--- src/rtl/core/udp_socket_demux_table_top_assert.svh ---
// ----------------------------------------------------------------------------
// UDP socket demux table assertion macros
// Concurrent assertion helpers used by the controller RTL file of the block.
// ----------------------------------------------------------------------------
`ifndef UDP_SOCKET_DEMUX_TABLE_TOP_ASSERT_SVH
`define UDP_SOCKET_DEMUX_TABLE_TOP_ASSERT_SVH

`ifndef ASSERT_OFF
// Same-cycle implication, disabled while reset is asserted.
`define UDM_ASSERT_IMP(label, clk, rst_n, ante, cons) \
	label: assert property (@(posedge clk) disable iff (!rst_n) (ante) |-> (cons)) \
		else $error("udp demux assertion failed");
// Next-cycle implication, disabled while reset is asserted.
`define UDM_ASSERT_NXT(label, clk, rst_n, ante, cons) \
	label: assert property (@(posedge clk) disable iff (!rst_n) (ante) |=> (cons)) \
		else $error("udp demux assertion failed");
`else
`define UDM_ASSERT_IMP(label, clk, rst_n, ante, cons)
`define UDM_ASSERT_NXT(label, clk, rst_n, ante, cons)
`endif

`endif

--- src/rtl/core/udpdmx_pkg.sv ---
// ----------------------------------------------------------------------------
// UDP socket demux table package
// Sizes, codes and shared types of the socket table block.
// ----------------------------------------------------------------------------
package udpdmx_pkg;

	// Table geometry.
	localparam int SOCKET_COUNT    = 8;
	localparam int RX_BUFFER_BYTES = 1024;
	localparam int HEADER_BYTES    = 8;
	localparam int IDX_W = (SOCKET_COUNT > 1) ? $clog2(SOCKET_COUNT) : 1;
	localparam int LEN_W = $clog2(RX_BUFFER_BYTES + 1);

	// Field widths.
	localparam int KIND_W   = 3;
	localparam int SOCK_W   = 4;
	localparam int STATUS_W = 3;
	localparam int PORT_W   = 16;
	localparam int IP_W     = 32;
	localparam int CNT_W    = 16;
	localparam int CFG_IDX_W  = 1;
	localparam int CFG_DATA_W = 16;

	localparam logic [SOCK_W:0] SOCK_LIMIT = (SOCK_W + 1)'(SOCKET_COUNT);

	// Item kinds.
	localparam logic [KIND_W-1:0] KIND_OPEN  = 3'd0;
	localparam logic [KIND_W-1:0] KIND_CLOSE = 3'd1;
	localparam logic [KIND_W-1:0] KIND_BIND  = 3'd2;
	localparam logic [KIND_W-1:0] KIND_RECV  = 3'd3;
	localparam logic [KIND_W-1:0] KIND_POLL  = 3'd4;

	// Result status codes.
	localparam logic [STATUS_W-1:0] STAT_OK        = 3'd0;
	localparam logic [STATUS_W-1:0] STAT_ERROR     = 3'd1;
	localparam logic [STATUS_W-1:0] STAT_NODATA    = 3'd2;
	localparam logic [STATUS_W-1:0] STAT_SHORT     = 3'd3;
	localparam logic [STATUS_W-1:0] STAT_DHCP      = 3'd4;
	localparam logic [STATUS_W-1:0] STAT_DNS       = 3'd5;
	localparam logic [STATUS_W-1:0] STAT_UNMATCHED = 3'd6;
	localparam logic [STATUS_W-1:0] STAT_FULL      = 3'd7;

	// Configuration register indexes and reset values.
	localparam logic [CFG_IDX_W-1:0] REG_DHCP_PORT = 1'd0;
	localparam logic [CFG_IDX_W-1:0] REG_DNS_PORT  = 1'd1;
	localparam logic [PORT_W-1:0] DHCP_PORT_RESET = 16'd68;
	localparam logic [PORT_W-1:0] DNS_PORT_RESET  = 16'd53;

	// Commands from the controller to the datapath.
	typedef struct packed {
		logic load_item;
		logic commit;
	} udpdmx_cmd_t;

	// Lowest set bit of an entry vector.
	function automatic logic [IDX_W-1:0] first_set(input logic [SOCKET_COUNT-1:0] v);
		logic [IDX_W-1:0] r;
		r = '0;
		for (int i = SOCKET_COUNT - 1; i >= 0; i--) begin
			if (v[i]) begin
				r = IDX_W'(i);
			end
		end
		return r;
	endfunction

endpackage

--- src/rtl/core/udpdmx_ctrl.sv ---
// ----------------------------------------------------------------------------
// UDP socket demux controller
// Sequences item capture, table commit and result word handoff.
// ----------------------------------------------------------------------------
`include "udp_socket_demux_table_top_assert.svh"

module udpdmx_ctrl (
	input  logic                    clk,
	input  logic                    arst_n,
	input  logic                    in_valid,
	output logic                    in_ready,
	output logic                    out_valid,
	input  logic                    out_ready,
	output udpdmx_pkg::udpdmx_cmd_t cmd
);
	import udpdmx_pkg::*;

	localparam logic S_IDLE = 1'b0;
	localparam logic S_EXEC = 1'b1;

	logic state_q;
	logic state_d;
	logic out_valid_q;
	logic can_commit;
	logic in_fire;

	// Handshake decode; a commit needs room in the result register.
	assign in_ready   = (state_q == S_IDLE);
	assign in_fire    = in_valid && in_ready;
	assign can_commit = (state_q == S_EXEC) && (!out_valid_q || out_ready);
	assign out_valid  = out_valid_q;

	assign cmd.load_item = in_fire;
	assign cmd.commit    = can_commit;

	// Next state.
	always_comb begin
		state_d = state_q;
		case (state_q)
			S_IDLE: begin
				if (in_fire) begin
					state_d = S_EXEC;
				end
			end
			S_EXEC: begin
				if (can_commit) begin
					state_d = S_IDLE;
				end
			end
			default: begin
				state_d = S_IDLE;
			end
		endcase
	end

	// State and result valid flag.
	always_ff @(posedge clk or negedge arst_n) begin
		if (!arst_n) begin
			state_q     <= S_IDLE;
			out_valid_q <= 1'b0;
		end else begin
			state_q <= state_d;
			if (can_commit) begin
				out_valid_q <= 1'b1;
			end else if (out_ready) begin
				out_valid_q <= 1'b0;
			end
		end
	end

	`UDM_ASSERT_NXT(a_busy_after_accept, clk, arst_n, in_fire, !in_ready)
	`UDM_ASSERT_NXT(a_result_after_commit, clk, arst_n, can_commit, out_valid_q)
	`UDM_ASSERT_IMP(a_no_overwrite, clk, arst_n, can_commit && out_valid_q, out_ready)
	`UDM_ASSERT_IMP(a_commit_only_busy, clk, arst_n, can_commit, !in_ready)

endmodule

--- src/rtl/core/udpdmx_datapath.sv ---
// ----------------------------------------------------------------------------
// UDP socket demux datapath
// Socket table, item registers, lookup logic and the result register.
// ----------------------------------------------------------------------------
module udpdmx_datapath (
	input  logic                                clk,
	input  logic                                arst_n,
	input  udpdmx_pkg::udpdmx_cmd_t             cmd,
	input  logic                                cfg_we,
	input  logic [udpdmx_pkg::CFG_IDX_W-1:0]    cfg_index,
	input  logic [udpdmx_pkg::CFG_DATA_W-1:0]   cfg_wdata,
	input  logic [udpdmx_pkg::KIND_W-1:0]       kind,
	input  logic [udpdmx_pkg::SOCK_W-1:0]       socket_index,
	input  logic [udpdmx_pkg::PORT_W-1:0]       open_port,
	input  logic [udpdmx_pkg::IP_W-1:0]         filter_ip,
	input  logic [udpdmx_pkg::PORT_W-1:0]       filter_port,
	input  logic [udpdmx_pkg::IP_W-1:0]         sender_ip,
	input  logic [udpdmx_pkg::PORT_W-1:0]       sender_port,
	input  logic [udpdmx_pkg::PORT_W-1:0]       target_port,
	input  logic [udpdmx_pkg::CNT_W-1:0]        frame_len,
	input  logic [udpdmx_pkg::CNT_W-1:0]        udp_length,
	input  logic [udpdmx_pkg::CNT_W-1:0]        recv_limit,
	output logic [udpdmx_pkg::STATUS_W-1:0]     status,
	output logic [udpdmx_pkg::SOCK_W-1:0]       entry_out,
	output logic [udpdmx_pkg::CNT_W-1:0]        byte_count,
	output logic [udpdmx_pkg::IP_W-1:0]         from_ip,
	output logic [udpdmx_pkg::PORT_W-1:0]       peer_port
);
	import udpdmx_pkg::*;

	// Configuration registers.
	logic [PORT_W-1:0] dhcp_port_q;
	logic [PORT_W-1:0] dns_srv_port_q;

	// Captured item.
	logic [KIND_W-1:0] kind_q;
	logic [SOCK_W-1:0] idx_q;
	logic [PORT_W-1:0] lport_q;
	logic [IP_W-1:0]   fip_q;
	logic [PORT_W-1:0] fport_q;
	logic [IP_W-1:0]   sip_q;
	logic [PORT_W-1:0] sport_q;
	logic [PORT_W-1:0] tport_q;
	logic [CNT_W-1:0]  flen_q;
	logic [CNT_W-1:0]  ulen_q;
	logic [CNT_W-1:0]  limit_q;

	// Socket table.
	logic [SOCKET_COUNT-1:0] used_q;
	logic [SOCKET_COUNT-1:0] pending_q;
	logic [PORT_W-1:0] lport_tab_q [SOCKET_COUNT];
	logic [IP_W-1:0]   fip_tab_q   [SOCKET_COUNT];
	logic [PORT_W-1:0] fport_tab_q [SOCKET_COUNT];
	logic [LEN_W-1:0]  len_tab_q   [SOCKET_COUNT];
	logic [IP_W-1:0]   sip_tab_q   [SOCKET_COUNT];
	logic [PORT_W-1:0] sport_tab_q [SOCKET_COUNT];

	// Result register.
	logic [STATUS_W-1:0] status_q;
	logic [SOCK_W-1:0]   entry_q;
	logic [CNT_W-1:0]    count_q;
	logic [IP_W-1:0]     rip_q;
	logic [PORT_W-1:0]   rport_q;

	// Lookup signals.
	logic                    idx_ok;
	logic [IDX_W-1:0]        sel;
	logic [SOCKET_COUNT-1:0] match;
	logic [IDX_W-1:0]        free_idx;
	logic [IDX_W-1:0]        hit_idx;
	logic [CNT_W-1:0]        plen;
	logic [LEN_W-1:0]        plen_cap;
	logic [CNT_W-1:0]        stored_len;
	logic [CNT_W-1:0]        poll_len;

	// Next result and table actions.
	logic [STATUS_W-1:0] res_status;
	logic [SOCK_W-1:0]   res_entry;
	logic [CNT_W-1:0]    res_count;
	logic [IP_W-1:0]     res_ip;
	logic [PORT_W-1:0]   res_port;
	logic do_open;
	logic do_close;
	logic do_bind;
	logic do_store;
	logic do_poll;

	// Configuration writes are taken in any cycle.
	always_ff @(posedge clk or negedge arst_n) begin
		if (!arst_n) begin
			dhcp_port_q    <= DHCP_PORT_RESET;
			dns_srv_port_q <= DNS_PORT_RESET;
		end else if (cfg_we) begin
			case (cfg_index)
				REG_DHCP_PORT: dhcp_port_q    <= cfg_wdata;
				REG_DNS_PORT:  dns_srv_port_q <= cfg_wdata;
				default: begin
				end
			endcase
		end
	end

	// Item capture on input accept.
	always_ff @(posedge clk) begin
		if (cmd.load_item) begin
			kind_q  <= kind;
			idx_q   <= socket_index;
			lport_q <= open_port;
			fip_q   <= filter_ip;
			fport_q <= filter_port;
			sip_q   <= sender_ip;
			sport_q <= sender_port;
			tport_q <= target_port;
			flen_q  <= frame_len;
			ulen_q  <= udp_length;
			limit_q <= recv_limit;
		end
	end

	// Addressed entry and parallel match against every entry.
	assign idx_ok = ({1'b0, idx_q} < SOCK_LIMIT);
	assign sel    = idx_q[IDX_W-1:0];

	always_comb begin
		for (int i = 0; i < SOCKET_COUNT; i++) begin
			match[i] = used_q[i] && (lport_tab_q[i] == tport_q)
				&& ((fip_tab_q[i] == '0) || (fip_tab_q[i] == sip_q))
				&& ((fport_tab_q[i] == '0) || (fport_tab_q[i] == sport_q));
		end
	end

	assign free_idx = first_set(~used_q);
	assign hit_idx  = first_set(match);

	// Payload length wraps, then is capped to the buffer size.
	assign plen     = ulen_q - CNT_W'(HEADER_BYTES);
	assign plen_cap = (plen > CNT_W'(RX_BUFFER_BYTES)) ? LEN_W'(RX_BUFFER_BYTES)
		: plen[LEN_W-1:0];

	// Poll length is capped to the caller's limit.
	assign stored_len = CNT_W'(len_tab_q[sel]);
	assign poll_len   = (stored_len > limit_q) ? limit_q : stored_len;

	// Decide the result and the table update for the captured item.
	always_comb begin
		res_status = STAT_ERROR;
		res_entry  = '0;
		res_count  = '0;
		res_ip     = '0;
		res_port   = '0;
		do_open    = 1'b0;
		do_close   = 1'b0;
		do_bind    = 1'b0;
		do_store   = 1'b0;
		do_poll    = 1'b0;
		case (kind_q)
			KIND_OPEN: begin
				if (&used_q) begin
					res_status = STAT_FULL;
				end else begin
					res_status = STAT_OK;
					res_entry  = SOCK_W'(free_idx);
					do_open    = 1'b1;
				end
			end
			KIND_CLOSE: begin
				if (idx_ok) begin
					res_status = STAT_OK;
					do_close   = 1'b1;
				end
			end
			KIND_BIND: begin
				if (idx_ok && used_q[sel]) begin
					res_status = STAT_OK;
					do_bind    = 1'b1;
				end
			end
			KIND_RECV: begin
				if (flen_q < CNT_W'(HEADER_BYTES)) begin
					res_status = STAT_SHORT;
				end else if (tport_q == dhcp_port_q) begin
					res_status = STAT_DHCP;
				end else if (sport_q == dns_srv_port_q) begin
					res_status = STAT_DNS;
				end else if (match == '0) begin
					res_status = STAT_UNMATCHED;
				end else begin
					res_status = STAT_OK;
					res_entry  = SOCK_W'(hit_idx);
					res_count  = CNT_W'(plen_cap);
					do_store   = 1'b1;
				end
			end
			KIND_POLL: begin
				if (idx_ok && used_q[sel]) begin
					res_entry = idx_q;
					if (!pending_q[sel]) begin
						res_status = STAT_NODATA;
					end else begin
						res_status = STAT_OK;
						res_count  = poll_len;
						res_ip     = sip_tab_q[sel];
						res_port   = sport_tab_q[sel];
						do_poll    = 1'b1;
					end
				end
			end
			default: begin
			end
		endcase
	end

	// Table update on commit.
	always_ff @(posedge clk or negedge arst_n) begin
		if (!arst_n) begin
			used_q    <= '0;
			pending_q <= '0;
			for (int i = 0; i < SOCKET_COUNT; i++) begin
				lport_tab_q[i] <= '0;
				fip_tab_q[i]   <= '0;
				fport_tab_q[i] <= '0;
				len_tab_q[i]   <= '0;
				sip_tab_q[i]   <= '0;
				sport_tab_q[i] <= '0;
			end
		end else if (cmd.commit) begin
			if (do_open) begin
				used_q[free_idx]      <= 1'b1;
				pending_q[free_idx]   <= 1'b0;
				lport_tab_q[free_idx] <= lport_q;
				fip_tab_q[free_idx]   <= '0;
				fport_tab_q[free_idx] <= '0;
				len_tab_q[free_idx]   <= '0;
				sip_tab_q[free_idx]   <= '0;
				sport_tab_q[free_idx] <= '0;
			end
			if (do_close) begin
				used_q[sel] <= 1'b0;
			end
			if (do_bind) begin
				fip_tab_q[sel]   <= fip_q;
				fport_tab_q[sel] <= fport_q;
			end
			if (do_store) begin
				pending_q[hit_idx]   <= 1'b1;
				len_tab_q[hit_idx]   <= plen_cap;
				sip_tab_q[hit_idx]   <= sip_q;
				sport_tab_q[hit_idx] <= sport_q;
			end
			if (do_poll) begin
				pending_q[sel] <= 1'b0;
			end
		end
	end

	// Result word register.
	always_ff @(posedge clk) begin
		if (cmd.commit) begin
			status_q <= res_status;
			entry_q  <= res_entry;
			count_q  <= res_count;
			rip_q    <= res_ip;
			rport_q  <= res_port;
		end
	end

	assign status     = status_q;
	assign entry_out  = entry_q;
	assign byte_count = count_q;
	assign from_ip    = rip_q;
	assign peer_port  = rport_q;

endmodule

--- src/rtl/core/udp_socket_demux_table_top.sv ---
// ----------------------------------------------------------------------------
// UDP socket demux table
// Socket table that opens, closes, binds, steers received headers and polls.
// ----------------------------------------------------------------------------
// Usage:
// Each input word carries one socket call or one received UDP header, with
// its kind and all fields; it is taken when in_valid and in_ready are high.
// Every input word yields exactly one output word on out_valid/out_ready.
// The word is captured into the item registers at the accepting edge, the
// whole table is looked up in parallel, and the commit edge updates the
// table together with the result register, which raises out_valid. No new
// word is taken until the controller has committed the previous one.
// A new word is accepted while the previous result still waits in the output
// register, but the next commit holds until that result is taken, so a
// stalled receiver stalls the input after one word. Reset clears every table
// entry, loads the DHCP client port with 68 and the DNS server port with 53,
// and leaves no result pending. The user writes the two port registers via
// cfg_we, cfg_index and cfg_wdata only while idle, which is not enforced.
// ----------------------------------------------------------------------------
module udp_socket_demux_table_top (
	input  logic                                clk,
	input  logic                                arst_n,
	input  logic                                cfg_we,
	input  logic [udpdmx_pkg::CFG_IDX_W-1:0]    cfg_index,
	input  logic [udpdmx_pkg::CFG_DATA_W-1:0]   cfg_wdata,
	input  logic                                in_valid,
	output logic                                in_ready,
	input  logic [udpdmx_pkg::KIND_W-1:0]       kind,
	input  logic [udpdmx_pkg::SOCK_W-1:0]       socket_index,
	input  logic [udpdmx_pkg::PORT_W-1:0]       open_port,
	input  logic [udpdmx_pkg::IP_W-1:0]         filter_ip,
	input  logic [udpdmx_pkg::PORT_W-1:0]       filter_port,
	input  logic [udpdmx_pkg::IP_W-1:0]         sender_ip,
	input  logic [udpdmx_pkg::PORT_W-1:0]       sender_port,
	input  logic [udpdmx_pkg::PORT_W-1:0]       target_port,
	input  logic [udpdmx_pkg::CNT_W-1:0]        frame_len,
	input  logic [udpdmx_pkg::CNT_W-1:0]        udp_length,
	input  logic [udpdmx_pkg::CNT_W-1:0]        recv_limit,
	output logic                                out_valid,
	input  logic                                out_ready,
	output logic [udpdmx_pkg::STATUS_W-1:0]     status,
	output logic [udpdmx_pkg::SOCK_W-1:0]       entry_out,
	output logic [udpdmx_pkg::CNT_W-1:0]        byte_count,
	output logic [udpdmx_pkg::IP_W-1:0]         from_ip,
	output logic [udpdmx_pkg::PORT_W-1:0]       peer_port
);
	import udpdmx_pkg::*;

	udpdmx_cmd_t cmd;

	// Controller: handshakes and commit sequencing.
	udpdmx_ctrl u_ctrl (
		.clk       (clk),
		.arst_n    (arst_n),
		.in_valid  (in_valid),
		.in_ready  (in_ready),
		.out_valid (out_valid),
		.out_ready (out_ready),
		.cmd       (cmd)
	);

	// Datapath: table, lookup and result register.
	udpdmx_datapath u_datapath (
		.clk          (clk),
		.arst_n       (arst_n),
		.cmd          (cmd),
		.cfg_we       (cfg_we),
		.cfg_index    (cfg_index),
		.cfg_wdata    (cfg_wdata),
		.kind         (kind),
		.socket_index (socket_index),
		.open_port    (open_port),
		.filter_ip    (filter_ip),
		.filter_port  (filter_port),
		.sender_ip    (sender_ip),
		.sender_port  (sender_port),
		.target_port  (target_port),
		.frame_len    (frame_len),
		.udp_length   (udp_length),
		.recv_limit   (recv_limit),
		.status       (status),
		.entry_out    (entry_out),
		.byte_count   (byte_count),
		.from_ip      (from_ip),
		.peer_port    (peer_port)
	);

endmodule
--- config.mk ---
export PLATFORM = sky130hd
export DESIGN_NAME = udp_socket_demux_table_top
export DESIGN_NICKNAME = d
export VERILOG_FILES = /design/src/rtl/core/udpdmx_pkg.sv /design/src/rtl/core/udpdmx_ctrl.sv /design/src/rtl/core/udpdmx_datapath.sv /design/src/rtl/core/udp_socket_demux_table_top.sv
export VERILOG_INCLUDE_DIRS = /design/src /design/src/rtl/core
export SDC_FILE = /design/constraint.sdc
export NUM_CORES = 2
export LEC_CHECK = 0
export BUFFER_PORTS_ARGS = -buffer_cell sky130_fd_sc_hd__buf_4
export CELL_PAD_IN_SITES_DETAIL_PLACEMENT = 1
export CELL_PAD_IN_SITES_GLOBAL_PLACEMENT = 2
export CORE_MARGIN = 4
export CORE_UTILIZATION = 45
export DETAILED_ROUTE_END_ITERATION = 7
export GPL_ROUTABILITY_DRIVEN = 0
export PLACE_DENSITY = 0.92
export SYNTH_ARGS = -nofsm -noshare
export SYNTH_HDL_FRONTEND = slang
export SYNTH_SLANG_ARGS = --single-unit
--- constraint.sdc ---
create_clock -name clk -period 17 [get_ports clk]
set_clock_uncertainty 0.05 [all_clocks]
set_input_delay 0.85 -clock clk [delete_from_list [all_inputs] [get_ports clk]]
set_output_delay 0.85 -clock clk [all_outputs]
set_load 0.01 [all_outputs]
## After elaboration in Yosys (flattened, before gate mapping)

Index checks and enable logic that the tools add are counted.

| word-level totals | value |
|---|---|
| input port bits | 205 |
| bits in registers | 1288 |
| word-level logic and storage cells | 338 |

| operators by class | value |
|---|---|
| equal/unequal tests | 30 |
| reductions and logical operators | 75 |
| bitwise operators | 21 |
| add/sub/neg operators | 1 |
| muxes and demuxes | 125 |
| magnitude comparators | 16 |

Operator list:

| operator | count |
|---|---|
| $mux W256 | 6 |
| $mux W128 | 6 |
| $and A256 B256 Y256 | 2 |
| $bwmux W256 | 2 |
| $bwmux W128 | 3 |
| $demux W32 S3 | 3 |
| $eq A16 B16 Y1 | 18 |
| $mux W88 | 3 |
| $and A128 B128 Y128 | 2 |
| $eq A32 B32 Y1 | 8 |
| $logic_not A32 Y1 | 8 |
| $not A256 Y256 | 1 |
| $mux W16 | 11 |
| $mux W32 | 5 |
| $demux W16 S3 | 3 |
| $logic_not A16 Y1 | 8 |
| $not A128 Y128 | 1 |
| $bmux W32 S3 | 1 |
| $and A88 B88 Y88 | 1 |
| $bwmux W88 | 1 |
| $not A88 Y88 | 1 |
| $mux W3 | 24 |
| $demux W11 S3 | 2 |
| $mux W11 | 6 |
| other kinds (38) | 142 |

## Longest topological paths before layout

| depth | value |
|---|---|
| depth after elaboration | 22 |
| gate-level depth with buffers | 19 |
| mapped depth without buffers | 15 |

## By module

A second synthesis with hierarchy kept.

| second synthesis, totals | value |
|---|---|
| cell total of the unflattened synthesis | 5237 |
| area total of the unflattened synthesis | 58059.4 um^2 |

By module, submodules not included:

| module | seq. area each (um^2) | cells each | area each (um^2) | instances |
|---|---|---|---|---|
| udpdmx_datapath | 33369.5 | 5227 | 57950.6 | 1 |
| udpdmx_ctrl | 50.0 | 10 | 108.9 | 1 |

## Worst setup path after synthesis

OpenSTA, ideal clock, no wires.

| timing path | value |
|---|---|
| path type | input to register |
| start point | input port in_valid |
| end point | register u_datapath.fip_q[0] (enable) |
| slack | 7.587 ns |
| data required time | 16.206 ns |
| stages | 1 |
| path buffers | 0 |
| setup time | 0.744 ns |
| arrival time | 8.619 ns |
| path through | nor2b_1 |

| between the ends | value |
|---|---|
| word-level cells in the longest chain between the ends | 1 |

RTL lines:

| element | line | source |
|---|---|---|
| start: declaration | udp_socket_demux_table_top.sv:26 | `input logic in_valid,` |
| $logic_and A1 B1 Y1 | udpdmx_ctrl.sv:29 | `assign in_fire = in_valid && in_ready;` |
| end signal: assignment | udpdmx_datapath.sv:109 | `fip_q <= filter_ip;` |
| end: declaration | udpdmx_datapath.sv:39 | `logic [IP_W-1:0] fip_q;` |

Every way passes these cells.
A chain may end at the register's enable or synchronous reset.

## Worst setup path after layout

| timing path | value |
|---|---|
| start point | register u_datapath.sip_q[0] |
| end point | register u_datapath.sip_tab_q[49] in the netlist's numbering |

| between the ends | value |
|---|---|
| word-level cells in the longest chain between the ends | 19 |
| elaborated cells between the ends (all ways) | 54 |
| classes of those cells | order compare (2); eq/ne (8); mux (17); bitwise (1); reduce/logical (26) |

RTL lines:

| element | line | source |
|---|---|---|
| start: declaration | udpdmx_datapath.sv:41 | `logic [IP_W-1:0] sip_q;` |
| start signal: assignment | udpdmx_datapath.sv:111 | `sip_q <= sender_ip;` |
| $eq A32 B32 Y1 | udpdmx_datapath.sv:127 | `&& ((fip_tab_q[i] == '0) \|\| (fip_tab_q[i] == sip_q))` |
| $logic_or A1 B1 Y1 | udpdmx_datapath.sv:127 |  |
| $logic_and A1 B1 Y1 | udpdmx_datapath.sv:127 |  |
| $logic_and A1 B1 Y1 | udpdmx_datapath.sv:128 | `&& ((fport_tab_q[i] == '0) \|\| (fport_tab_q[i] == sport_q));` |
| $mux W3 (8 in series) | udpdmx_pkg.sv:60 | `if (v[i]) begin` |
| $not A3 Y4 (not written as such) | udpdmx_datapath.sv:247 | `sip_tab_q[hit_idx] <= sip_q;` |
| $ge A4 B4 Y1 (not written as such) / $lt A4 B1 Y1 (equally long branches) | udpdmx_datapath.sv:247 |  |
| $logic_and A1 B1 Y1 (not written as such) | udpdmx_datapath.sv:247 |  |
| $mux W32 (not written as such) | udpdmx_datapath.sv:247 |  |
| $demux W32 S3 | udpdmx_datapath.sv:247 |  |
| $bwmux W256 | udpdmx_datapath.sv:247 |  |
| $mux W256 (*) | udpdmx_datapath.sv:244 | `if (do_store) begin` |
| end signal: indexed assignment | udpdmx_datapath.sv:247 |  |
| end: declaration | udpdmx_datapath.sv:55 | `logic [IP_W-1:0] sip_tab_q [SOCKET_COUNT];` |

Mark *: on every way between the ends. The rest lies on a longest branch, timed or not.

==> impl_metrics.toml <==
[clock_tree]
clk_latency_ns = 0.79
clock-sinks = 1285
cts_resized = 0
cts_tree = "built"
cts_setup_buffers = 0
htreeDepth = 4
clkTransAtPathRegs_ns = 0.06
root_buffer = "clkbuf_16"
cts.path.max_buffers = 3
cts_buffers = 141
holdBufCountCts = 0

[yosys]
yosysSeqAreaShare = 0.5717
yosys.area_share.simple = 0.1273
synth_edf_count = 251
synth_top_area_frac = 0.4400
ys_types = 66
synth_compound_area_frac = 0.1151
synth_top_family_by_area = "simple AND/OR/NAND/NOR gates"
synth.area.mux_share = 0.06130
ys.warnings.count = 0
synthXorXnorAreaFrac = 0.08210
synth_top_cell_by_area = "dfrtp_1"
syn_avg_cell_area_um2 = 10.84
synthCells = 5395
ys_seq_elements = 1285
netlist_top_cells_area = "dfrtp_1 44%, edfxtp_1 13%, nand2_1 7.4%"
synthFlopType = "dfrtp_1"
syn-cell-area_um2 = 58460
synthAdderAreaFrac = 0.002568
synthArstFlopShare = 0.8047

[power]
p_sw_uw = 2760
sw_frac_of_total = 0.3182
power.internal_uw = 5915
p_clk_frac = 0.357
peakVddDrop_mv = 0.1073
p_leak_uw = 0.02906
combPwrFrac = 0.185
power_frac_seq = 0.458
p_per_area_nw_per_um2 = 130.8
power_uw = 8675

[route]
drt_iter0_drc = 4747
drcViolationCount = 0
firstDrtPassIters = 6
wire_per_inst_um = 27.83
viasPerCell = 6.161
wirelength_um = 202900
drt.antenna.violating_nets = 0
vias = 44910

[floorplan]
ios = 278
die_h_um = 368.4
initial_utilization = 0.4555
die_w_um = 368.4
dieArea_um2 = 135700
rows = 131
coreArea_um2 = 128300

[grt]
grt_usage = 0.2947
grt_max_degree = 174
grt_first_pass_wirelength_um = 304100
antenna_found_initial = 2
grt_pass1_vias = 47760
grt_overflow_total = 0

[sta]
max_freq_mhz = 168.5
min_period_ns = 5.933
maxSlewHeadroom = 0.1297
setup-violations-final = 0
finalSetupTns_ns = 0
worst_pin_slew_ns = 1.306
rsz0062_at_grt = "no"
hold_violations = 0
report.final.slew_viol_count = 0
hold_ws_ns = 0.07638
finalCritPeriodShare = 0.3490

[critical_path]
worstPathMaxFanout = 33
path_common_cell = "nand4_1"
slowest_stage = "edfxtp_1"
max_stage_delay_ns = 1.21
cp-start-kind = "register"
crit_required_ns = 17.58
timing.critical_path.buf_inv = 1
cp.arrival_ns = 6.51
end_kind = "register"
crit_chain = "xnor2_1, nand4_1, nor4_1, a21oi_1, or4_1, nand4_1, nor4b_1, nand2_4, buf_4, mux2i_1"
path_class = "reg2reg"
critPathTopFamily = "simple AND/OR/NAND/NOR gates"

[outcome]
status = "finished, final reports clean"

[placed_design]
port_buffers = 274
postPlaceCellArea_um2 = 61710
dp_hpwl_um = 120900

[cells_and_area]
final_net_count = 5665
postLayoutCellArea_um2 = 66320
diodes = 0
drive_gt1_frac = 0.1354
area_delta_synth_final_pct = 13.44

[flow_run]
maxCapViolations = 0

[min_path]
hold_path_class = "in2async"
[per-stage QoR]
step	setup slack, ns	util	std cells
after floorplan	7.587	-	5400
after global placement	11.42	0.4808	7034
after detailed placement	11.31	0.4808	7034
after CTS	11.25	0.5167	7289
after global routing	11.10	0.5167	7289
final	11.07	0.5167	7289
[cells in the mapped netlist (112+ instances only)]
library cell	number
clkbuf_1	265
nor4_1	159
dfrtp_1	1028
xnor2_1	407
a22oi_1	154
nand2_1	1150
a22o_1	274
edfxtp_1	251
mux2_2	112
buf_2	169
xor2_1	141
nand4_1	140
o21ai_0	361
mux2i_1	232
[metal layers]
layer	vias up	routed length, um	GRT usage
met5	-	25	0
met4	4	7662	0.1094
met3	450	16030	0.05949
met2	1885	93020	0.4626
met1	23570	86130	0.4067
li1	19000	-	-
[flip-flops by register name, summed over array words and instances, names as in the netlist, 32 cells and up]
name                    flops
u_datapath.fip_q           32
u_datapath.from_ip         32
u_datapath.sip_tab_q      256
u_datapath.sip_q           32
u_datapath.fport_tab_q    128
u_datapath.fip_tab_q      256
u_datapath.sport_tab_q    128
u_datapath.len_tab_q       88
u_datapath.lport_tab_q    128
[final timing paths]
kind	from	to	slack, ns	cells after the start
min in group clk	sender_ip[10]	u_datapath.sip_q[10]	0.19	1
worst min-delay path	arst_n	u_datapath.sip_tab_q[168]	0.08	1
worst min register to register	u_datapath.len_tab_q[36]	u_datapath.len_tab_q[36]	0.43	1
max in group asynchronous	arst_n	u_datapath.lport_tab_q[90]	13.63	4
worst max-delay path	u_datapath.sip_q[0]	u_datapath.sip_tab_q[49]	11.07	10
worst max register to register	u_datapath.sip_q[0]	u_datapath.sip_tab_q[49]	11.07	10
[cell type report]
type	instances	area [um^2]
fill	13620	62020
clock buffer	199	4053
sequential	1285	33420
timing repair buffer	375	2848
inverter	78	295.3
multi-input combinational	3567	22980
clock inverter	56	559.3
tap	1729	2163
[kinds of logic after synthesis]
family / Yosys count
buffers and inverters: 548
xor gates and xnor gates: 548
other: 1
DFF: 1285
AOI/OAI and AO/OA: 986
and+or+nand+nor: 1671
muxes: 344
adders and majority gates: 12
[placed cells by master (no fill, tap or decap), types with 9 or more instances in the layout]
master / n
o21ai_1: 19
clkbuf_8: 20
clkinv_2: 31
mux2i_1: 232
o21ai_0: 361
nor2_1: 39
clkbuf_1: 33
a22oi_1: 154
dfrtp_1: 1028
clkbuf_16: 146
mux2_2: 112
nor2_4: 10
edfxtp_1: 251
inv_1: 77
nand3_1: 77
nor3_1: 31
o22ai_1: 9
nand2_1: 1139
ha_1: 12
a31oi_1: 50
bufinv_16: 9
a221oi_1: 49
a21oi_1: 32
a22o_1: 274
nor4_1: 158
buf_4: 372
xor2_1: 141
nand4_1: 140
xnor2_1: 407
[power by group through the flow]
stage	Sequential (uW)	Clock [uW]	Combinational (uW)
after global placement	4000	0	1530
after floorplan	3810	0	991
after global routing	4000	3280	1720
after CTS	3960	3140	1600
final	3980	3100	1600
after detailed placement	4010	0	1580
(Power assumes the default switching activity.)
